### src/swm_pkg.sv
`timescale 1ns / 1ps
// Shared definitions for the sliding window median filter.
// Holds default sizes, the window length register format and the cell control bundle.
package swm_pkg;

   localparam int WINDOW_MAX_DEF  = 16;
   localparam int SAMPLE_BITS_DEF = 16;

   localparam int             LEN_BITS  = 5;
   localparam logic [LEN_BITS-1:0] LEN_RESET = 5'd3;

   // Control bundle driven by the top level into every cell.
   typedef struct packed {
      logic load;   // shift a new sample into the chain and restart ranking
      logic scan;   // one ranking step: compare, then pass rotating copy on
   } swm_ctrl_type;

endpackage

### src/swm_cell.sv
`timescale 1ns / 1ps
// One cell of the median chain: a held sample, a rotating copy and a rank counter.
// Depends on swm_pkg for the control bundle.
module swm_cell import swm_pkg::*; #(
   parameter int SAMPLE_BITS = SAMPLE_BITS_DEF,
   parameter int IDX_W       = 4,
   parameter int CNT_W       = 5,
   parameter int CELL_IDX    = 0
) (
   input  logic                          clock,
   input  swm_ctrl_type                  ctrl,
   input  logic signed [SAMPLE_BITS-1:0] shift_data,
   input  logic signed [SAMPLE_BITS-1:0] nbr_rot_val,
   input  logic        [IDX_W-1:0]       nbr_rot_idx,
   input  logic        [CNT_W-1:0]       count,
   output logic signed [SAMPLE_BITS-1:0] held_val,
   output logic signed [SAMPLE_BITS-1:0] rot_val,
   output logic        [IDX_W-1:0]       rot_idx,
   output logic        [IDX_W-1:0]       rank
);

   logic signed [SAMPLE_BITS-1:0] held_ff, held_in;
   logic signed [SAMPLE_BITS-1:0] rot_val_ff, rot_val_in;
   logic        [IDX_W-1:0]       rot_idx_ff, rot_idx_in;
   logic        [IDX_W-1:0]       rank_ff, rank_in;
   logic                          rot_active;
   logic                          rot_less;

   // The rotating copy counts against this cell only if it is inside the window.
   // Equal values are ordered by age position so that every rank is distinct.
   assign rot_active = CNT_W'(rot_idx_ff) < count;
   assign rot_less   = (rot_val_ff < held_ff) ||
                       ((rot_val_ff == held_ff) && (rot_idx_ff < IDX_W'(CELL_IDX)));

   always_comb begin
      held_in    = held_ff;
      rot_val_in = rot_val_ff;
      rot_idx_in = rot_idx_ff;
      rank_in    = rank_ff;
      if (ctrl.load) begin
         held_in    = shift_data;
         rot_val_in = shift_data;
         rot_idx_in = IDX_W'(CELL_IDX);
         rank_in    = '0;
      end else if (ctrl.scan) begin
         rot_val_in = nbr_rot_val;
         rot_idx_in = nbr_rot_idx;
         if (rot_active && rot_less) begin
            rank_in = rank_ff + IDX_W'(1);
         end
      end
   end

   always_ff @(posedge clock) begin
      held_ff    <= held_in;
      rot_val_ff <= rot_val_in;
      rot_idx_ff <= rot_idx_in;
      rank_ff    <= rank_in;
   end

   assign held_val = held_ff;
   assign rot_val  = rot_val_ff;
   assign rot_idx  = rot_idx_ff;
   assign rank     = rank_ff;

endmodule

### src/sliding_window_median.sv
`timescale 1ns / 1ps
// Sliding window median filter, top level.
// Depends on swm_pkg and on the swm_cell chain.
//
// Usage: one signed sample per req_ transaction, one median per rsp_ transaction.
// The window length register is written through csr_valid/csr_window_length; the
// user must write it only while the block is idle; the block itself does not
// enforce this. 0 acts as 1 and values above WINDOW_MAX act as WINDOW_MAX.
// The chain of WINDOW_MAX cells keeps the newest samples in age order. After a
// sample is taken, a copy of the window rotates once around the chain, so every
// cell counts how many window samples rank below its own. A select state then
// picks the middle pair and loads the result register. A new sample is taken
// only in the idle state, after the previous median has gone to the result register.
// The next sample may be accepted while a median waits in the result register;
// if the receiver still stalls when the next median is ready, the block holds
// in the select cycle until rsp_ready frees the register.
// A sample with req_last_of_stream set empties the window after its median.
// Synchronous reset empties the window, drops any pending result and sets the
// window length to 3; no clearing pass is needed.
module sliding_window_median import swm_pkg::*; #(
   parameter int WINDOW_MAX  = WINDOW_MAX_DEF,
   parameter int SAMPLE_BITS = SAMPLE_BITS_DEF
) (
   input  logic                          clock,
   input  logic                          reset,
   input  logic                          req_valid,
   output logic                          req_ready,
   input  logic signed [SAMPLE_BITS-1:0] req_sample,
   input  logic                          req_last_of_stream,
   output logic                          rsp_valid,
   input  logic                          rsp_ready,
   output logic signed [SAMPLE_BITS-1:0] rsp_median,
   input  logic                          csr_valid,
   output logic                          csr_ready,
   input  logic        [LEN_BITS-1:0]    csr_window_length
);

   localparam int IDX_W = (WINDOW_MAX > 1) ? $clog2(WINDOW_MAX) : 1;
   localparam int CNT_W = $clog2(WINDOW_MAX + 1);

   typedef enum logic [2:0] {
      ST_IDLE = 3'b001,
      ST_SCAN = 3'b010,
      ST_SEL  = 3'b100
   } state_type;

   state_type                     state_ff, state_in;
   logic [LEN_BITS-1:0]           len_ff, len_in;
   logic [CNT_W-1:0]              fill_ff, fill_in;
   logic [CNT_W-1:0]              count_ff, count_in;
   logic [IDX_W-1:0]              step_ff, step_in;
   logic                          rsp_valid_ff, rsp_valid_in;
   logic signed [SAMPLE_BITS-1:0] rsp_median_ff, rsp_median_in;

   logic                          req_fire;
   logic                          rsp_load;
   logic [CNT_W-1:0]              fill_inc;
   logic [CNT_W-1:0]              eff_len;
   logic [CNT_W-1:0]              count_new;
   logic [IDX_W-1:0]              k_lo, k_hi;
   swm_ctrl_type                  ctrl;

   logic signed [SAMPLE_BITS-1:0] held_val [WINDOW_MAX];
   logic signed [SAMPLE_BITS-1:0] rot_val  [WINDOW_MAX];
   logic        [IDX_W-1:0]       rot_idx  [WINDOW_MAX];
   logic        [IDX_W-1:0]       rank     [WINDOW_MAX];
   logic        [WINDOW_MAX-1:0]  lo_hit, hi_hit;

   logic signed [SAMPLE_BITS-1:0] lo_val, hi_val;
   logic signed [SAMPLE_BITS:0]   pair_sum, pair_rnd;

   assign req_ready = (state_ff == ST_IDLE);
   assign req_fire  = req_valid && req_ready;
   assign csr_ready = 1'b1;

   assign ctrl = '{load: req_fire, scan: (state_ff == ST_SCAN)};

   // Window size for the new sample: the register clamped to 1..WINDOW_MAX,
   // then limited to the samples held since the last clear.
   always_comb begin
      if (len_ff == '0) begin
         eff_len = CNT_W'(1);
      end else if (32'(len_ff) > WINDOW_MAX) begin
         eff_len = CNT_W'(WINDOW_MAX);
      end else begin
         eff_len = CNT_W'(len_ff);
      end
      fill_inc  = (32'(fill_ff) < WINDOW_MAX) ? fill_ff + CNT_W'(1) : fill_ff;
      count_new = (eff_len < fill_inc) ? eff_len : fill_inc;
   end

   assign k_lo = IDX_W'((count_ff - CNT_W'(1)) >> 1);
   assign k_hi = IDX_W'(count_ff >> 1);

   genvar gi;
   generate
      for (gi = 0; gi < WINDOW_MAX; gi++) begin : g_cell
         logic signed [SAMPLE_BITS-1:0] shift_src;
         logic                          cell_active;

         if (gi == 0) begin : g_head
            assign shift_src = req_sample;
         end else begin : g_body
            assign shift_src = held_val[gi-1];
         end

         swm_cell #(
            .SAMPLE_BITS (SAMPLE_BITS),
            .IDX_W       (IDX_W),
            .CNT_W       (CNT_W),
            .CELL_IDX    (gi)
         ) u_cell (
            .clock       (clock),
            .ctrl        (ctrl),
            .shift_data  (shift_src),
            .nbr_rot_val (rot_val[(gi + 1) % WINDOW_MAX]),
            .nbr_rot_idx (rot_idx[(gi + 1) % WINDOW_MAX]),
            .count       (count_ff),
            .held_val    (held_val[gi]),
            .rot_val     (rot_val[gi]),
            .rot_idx     (rot_idx[gi]),
            .rank        (rank[gi])
         );

         assign cell_active = CNT_W'(gi) < count_ff;
         assign lo_hit[gi]  = cell_active && (rank[gi] == k_lo);
         assign hi_hit[gi]  = cell_active && (rank[gi] == k_hi);
      end
   endgenerate

   // Exactly one window cell holds each rank, so an OR of the gated values
   // selects the middle pair.
   always_comb begin
      lo_val = '0;
      hi_val = '0;
      for (int i = 0; i < WINDOW_MAX; i++) begin
         lo_val = lo_val | (held_val[i] & {SAMPLE_BITS{lo_hit[i]}});
         hi_val = hi_val | (held_val[i] & {SAMPLE_BITS{hi_hit[i]}});
      end
   end

   // Halving rounds toward zero: a negative sum is bumped by one before the shift.
   assign pair_sum = {lo_val[SAMPLE_BITS-1], lo_val} + {hi_val[SAMPLE_BITS-1], hi_val};
   assign pair_rnd = pair_sum + (SAMPLE_BITS+1)'(pair_sum[SAMPLE_BITS]);

   assign rsp_load = (state_ff == ST_SEL) && (!rsp_valid_ff || rsp_ready);

   always_comb begin
      state_in      = state_ff;
      len_in        = len_ff;
      fill_in       = fill_ff;
      count_in      = count_ff;
      step_in       = step_ff;
      rsp_valid_in  = rsp_valid_ff;
      rsp_median_in = rsp_median_ff;

      if (csr_valid && csr_ready) begin
         len_in = csr_window_length;
      end

      if (rsp_valid_ff && rsp_ready) begin
         rsp_valid_in = 1'b0;
      end

      unique case (state_ff)
         ST_IDLE: begin
            if (req_fire) begin
               count_in = count_new;
               fill_in  = req_last_of_stream ? '0 : fill_inc;
               step_in  = '0;
               state_in = ST_SCAN;
            end
         end
         ST_SCAN: begin
            step_in = step_ff + IDX_W'(1);
            if (step_ff == IDX_W'(WINDOW_MAX - 1)) begin
               state_in = ST_SEL;
            end
         end
         ST_SEL: begin
            if (rsp_load) begin
               rsp_valid_in  = 1'b1;
               rsp_median_in = pair_rnd[SAMPLE_BITS:1];
               state_in      = ST_IDLE;
            end
         end
         default: begin
            state_in = ST_IDLE;
         end
      endcase
   end

   always_ff @(posedge clock) begin
      if (reset) begin
         state_ff     <= ST_IDLE;
         len_ff       <= LEN_RESET;
         fill_ff      <= '0;
         count_ff     <= '0;
         step_ff      <= '0;
         rsp_valid_ff <= 1'b0;
      end else begin
         state_ff     <= state_in;
         len_ff       <= len_in;
         fill_ff      <= fill_in;
         count_ff     <= count_in;
         step_ff      <= step_in;
         rsp_valid_ff <= rsp_valid_in;
      end
   end

   always_ff @(posedge clock) begin
      rsp_median_ff <= rsp_median_in;
   end

   assign rsp_valid  = rsp_valid_ff;
   assign rsp_median = rsp_median_ff;

`ifndef SYNTH
   // Every accepted sample starts a rotation over a non-empty window.
   a_accept_scan : assert property (@(posedge clock) disable iff (reset)
      req_fire |=> (state_ff == ST_SCAN) && (count_ff != '0)
                   && (32'(count_ff) <= WINDOW_MAX))
      else $error("accepted sample did not start a scan over a valid window");

   // Ranks in the window are distinct, so each middle rank is held by one cell.
   a_lo_unique : assert property (@(posedge clock) disable iff (reset)
      (state_ff == ST_SEL) |-> $onehot(lo_hit))
      else $error("lower middle rank not held by exactly one cell");

   a_hi_unique : assert property (@(posedge clock) disable iff (reset)
      (state_ff == ST_SEL) |-> $onehot(hi_hit))
      else $error("upper middle rank not held by exactly one cell");

   // The fill count saturates at the chain length.
   a_fill_bound : assert property (@(posedge clock) disable iff (reset)
      32'(fill_ff) <= WINDOW_MAX)
      else $error("fill count exceeds chain length");
`endif

endmodule

### config.mk
export PLATFORM = sky130hd
export DESIGN_NAME = sliding_window_median
export DESIGN_NICKNAME = d
export VERILOG_FILES = /design/src/swm_pkg.sv /design/src/swm_cell.sv /design/src/sliding_window_median.sv
export SDC_FILE = /design/constraint.sdc
export NUM_CORES = 2
export LEC_CHECK = 0
export BUFFER_PORTS_ARGS = -buffer_cell sky130_fd_sc_hd__clkbuf_2
export CORE_MARGIN = 3
export CORE_UTILIZATION = 51
export CTS_CLUSTER_SIZE = 14
export DETAILED_ROUTE_END_ITERATION = 10
export PLACE_DENSITY = 0.69
export SLEW_MARGIN = 15
export SYNTH_ARGS = -nofsm -noshare
export SYNTH_HDL_FRONTEND = slang
export SYNTH_SLANG_ARGS = --single-unit
### constraint.sdc
create_clock -name clock -period 10.3 [get_ports clock]
set_input_delay 2.575 -clock clock [delete_from_list [all_inputs] [get_ports clock]]
set_output_delay 2.575 -clock clock [all_outputs]
set_load 0.05 [all_outputs]
==> reports/results.txt <==
Worst Hold Path EP: g_cell[8].u_cell.rot_idx[0]$_SDFFE_PP0P_
Per-cell routed wire length: 27.3 um
# IOs: 46
Cell count after synthesis: 3623
Antenna viol nets, final: 0
Status: complete, no violations
Yosys top cell area share: 42.1%
Initial core utilization: 52.0%
RSZ-0062 raised after global routing: false
Seq. cell area: 18900 um2
Layout Skew: 32.0 ps
Yosys reg bits: 679
Syn Area/Cell: 10.4 um2
Std-Cell Core Area: 72300 um2
Leakage: 17.0 nW
Layout overhead on the synthesized area: 10.6%
Area taken by multi-input logic gates: 17300 um2
CP Capture Type: flip-flop
Total length of routed wires: 127 mm
Post-layout minimum cycle time: 6910 ps
Rel. slew slack: 25.0%
Post-synth EDFFs: 528
R2R depth: 24
Post-CTS Setup Repair Bufs: 0
# H-tree levels: 3
Min-delay worst type: reg2reg
GPL Wtd Cong: 0.998
Post-cts hold buffer count: 0
Die Y: 278 um
Top FF cell, synth: edfxtp_1
Vias after detailed routing: 29500
Register area share after synthesis: 50.2%
Final Hold Viols: 0
Number of global-route vias before repair: 28300
Mapped cell area: 37600 um2
Synth area leaders: edfxtp_1, ha_1, dfxtp_1
Pre-CTS setup slack: 3470 ps
Clk sinks: 679
Max clock buf depth: 3
Total GRT Usage: 32.4%
# DRC: 0
Die Wd: 278 um
CTS Buf Count: 77
Setup TNS Final: 0 ps
Fill cells: 6177
Post-synthesis cell type count: 83
Ys async rst share: 0%
Setup Crit Path Kind: reg2reg
R2r setup slk: 3390 ps
Initial antenna violation count: 2
Slew Limit Fails: 0
Element type at the critical path start: flip-flop
Hold Path Stages: 2
Critical hold path startpoint: g_cell[8].u_cell.rot_idx[0]$_SDFFE_PP0P_
Final setup margin: 3390 ps
First-pass GRT wire length: 186 mm
Nets: 4008
R2R Path End: rsp_median[15]$_DFFE_PP_
Fmax: 0.145 GHz
CP arrival: 7240 ps
Worst Path Max Fanout: 27
DRT iter0 DRCs: 3977
Peak VDD IR: 267 uV
Ratio of cells with drive above 1 in the final layout: 7.16%
Reg-to-Reg Start: count_ff[1]$_SDFFE_PP0P_
Iteration count of the initial detailed-routing pass: 7
Post-DP HPWL: 92.7 mm
Ant. Diodes: 0
DIE AREA: 77100 um2
Final period util: 67.1%
Synth area leader: edfxtp_1
Slew @ Worst Pin: 1130 ps
Post-cts sizing count: 0
Max-Cap Viols: 0
Post-Syn Nets: 3994
Number of endpoints failing setup at the final stage: 0
Overflow after GRT: 0
Clock Latency Late Sink: 640 ps
PortBufs: 44
Yosys synthesis warning count: 0
# rows: 98
Worst-path clk slew: 60 ps
Via-to-Cell Ratio: 6.34
TritonCTS clock tree: done
Root buf cell: clkbuf_16
Largest net degree at the start of global routing: 224
PwrDens: 288 nW/um2
Worst Path Required: 10630 ps
[Yosys cell counts (78+ instances only)]
cell,count
xnor2_1,114
nor2_1,112
nand2_1,564
nand3_1,89
inv_1,287
a22oi_1,78
dfxtp_1,151
ha_1,343
edfxtp_1,528
a21oi_1,150
nand4_1,92
o21ai_0,333
clkbuf_1,117
[report_power, final]
part	internal [mW]	switching, mW	total (mW)
Clock	1.66	1.16	2.82
Combinational	1.52	2.78	4.30
Sequential	4.05	0.827	4.87
Total	7.23	4.77	12.0
[cells in the final DEF (no fill, tap or decap), types with 7 or more instances in the layout]
master / count
a211oi_1: 21
a21o_1: 74
a21oi_1: 150
a221oi_1: 63
a222oi_1: 26
a22o_1: 53
a22oi_1: 78
a31oi_1: 17
and3_1: 11
and4_1: 9
buf_4: 40
bufinv_16: 8
clkbuf_1: 13
clkbuf_16: 79
clkbuf_2: 44
clkbuf_8: 7
clkinv_1: 12
clkinv_2: 12
dfxtp_1: 148
edfxtp_1: 528
ha_1: 343
inv_1: 286
mux2i_1: 26
nand2_1: 562
nand2b_1: 29
nand3_1: 89
nand4_1: 92
nand4b_1: 8
nor2_1: 112
nor2b_1: 31
nor3_1: 33
nor4_4: 8
o21a_1: 33
o21ai_0: 333
o221ai_1: 8
xnor2_1: 114
xor2_1: 58
[metal layers]
metal	global-route usage [%]	vias to the layer above	part of all wire, %
met5	0	-	0.011
met4	20.1	2	7.5
met3	5.39	417	8.8
met2	49.7	1591	44
met1	43.1	14100	39
li1	-	13300	-
[worst max-delay path by stage]
stage                                        start                  endpoint  slack (ps)  depth (start not counted)
after CTS                 count_ff[1]$_SDFFE_PP0P_  rsp_median[15]$_DFFE_PP_        3440                         24
after global routing      count_ff[1]$_SDFFE_PP0P_  rsp_median[15]$_DFFE_PP_        2940                         24
final                     count_ff[1]$_SDFFE_PP0P_  rsp_median[15]$_DFFE_PP_        3390                         24
after detailed placement  count_ff[1]$_SDFFE_PP0P_  rsp_median[15]$_DFFE_PP_        3470                         24
after floorplan                          req_valid   step_ff[0]$_SDFFE_PP0P_         890                          5
after global placement    count_ff[1]$_SDFFE_PP0P_  rsp_median[15]$_DFFE_PP_        3550                         24
[kinds of logic after synthesis]
group           share of synthesized area (%)
compound gates                           16.0
xor+xnor                                 4.26
fa+ha+maj                                11.5
buf+inv                                  4.53
flops                                    50.2
mux                                     0.721
other cells                           0.00996
simple gates                             12.8
[through the flow]
stage	power, mW	utilization [%]	area, um2	hold slack (ps)	cells
final	12.0	57.5	41600	471	4649
after global routing	12.7	57.5	41600	495	4649
after CTS	11.9	57.5	41600	467	4649
after detailed placement	9.08	54.0	39000	459	4508
after global placement	9.01	54.0	39000	461	4508
after floorplan	7.52	-	37600	446	3623
[worst max-delay path: stages, from the launching register on]
cell	delay, ps
dfxtp_1	300
buf_4	360
inv_1	480
ha_1	450
nor3b_2	230
xnor2_4	620
xor2_1	130
nand2_1	140
a2111oi_4	40
buf_4	270
a22oi_1	220
nand3_1	90
a221oi_1	230
nand4_1	150
ha_1	290
fa_1	430
a21o_1	240
a22o_1	260
o311a_4	420
a221oi_4	400
nand4b_4	160
nand3b_4	230
nor2_8	140
and4_4	250
a22oi_1	70
[state kept, by name (all words and copies together) (netlist names)]
signal	count
g_cell.u_cell.rot_idx	64
g_cell.u_cell.held_val	256
fill_ff	5
len_ff	5
rsp_median	16
g_cell.u_cell.rank	64
rsp_valid	1
g_cell.u_cell.rot_val	256
state_ff	3
step_ff	4
count_ff	5
[final cells by class]
class	instances	area share [%]
Timing Repair Buffer	89	1.49
Tap cell	950	2.86
Clock inverter	42	1.07
Sequential cell	679	45.4
Inverter	287	2.61
Multi-Input combinational cell	2503	41.5
Clock buffer	99	5.10
No activity file was read; power rests on OpenSTA's default activity.
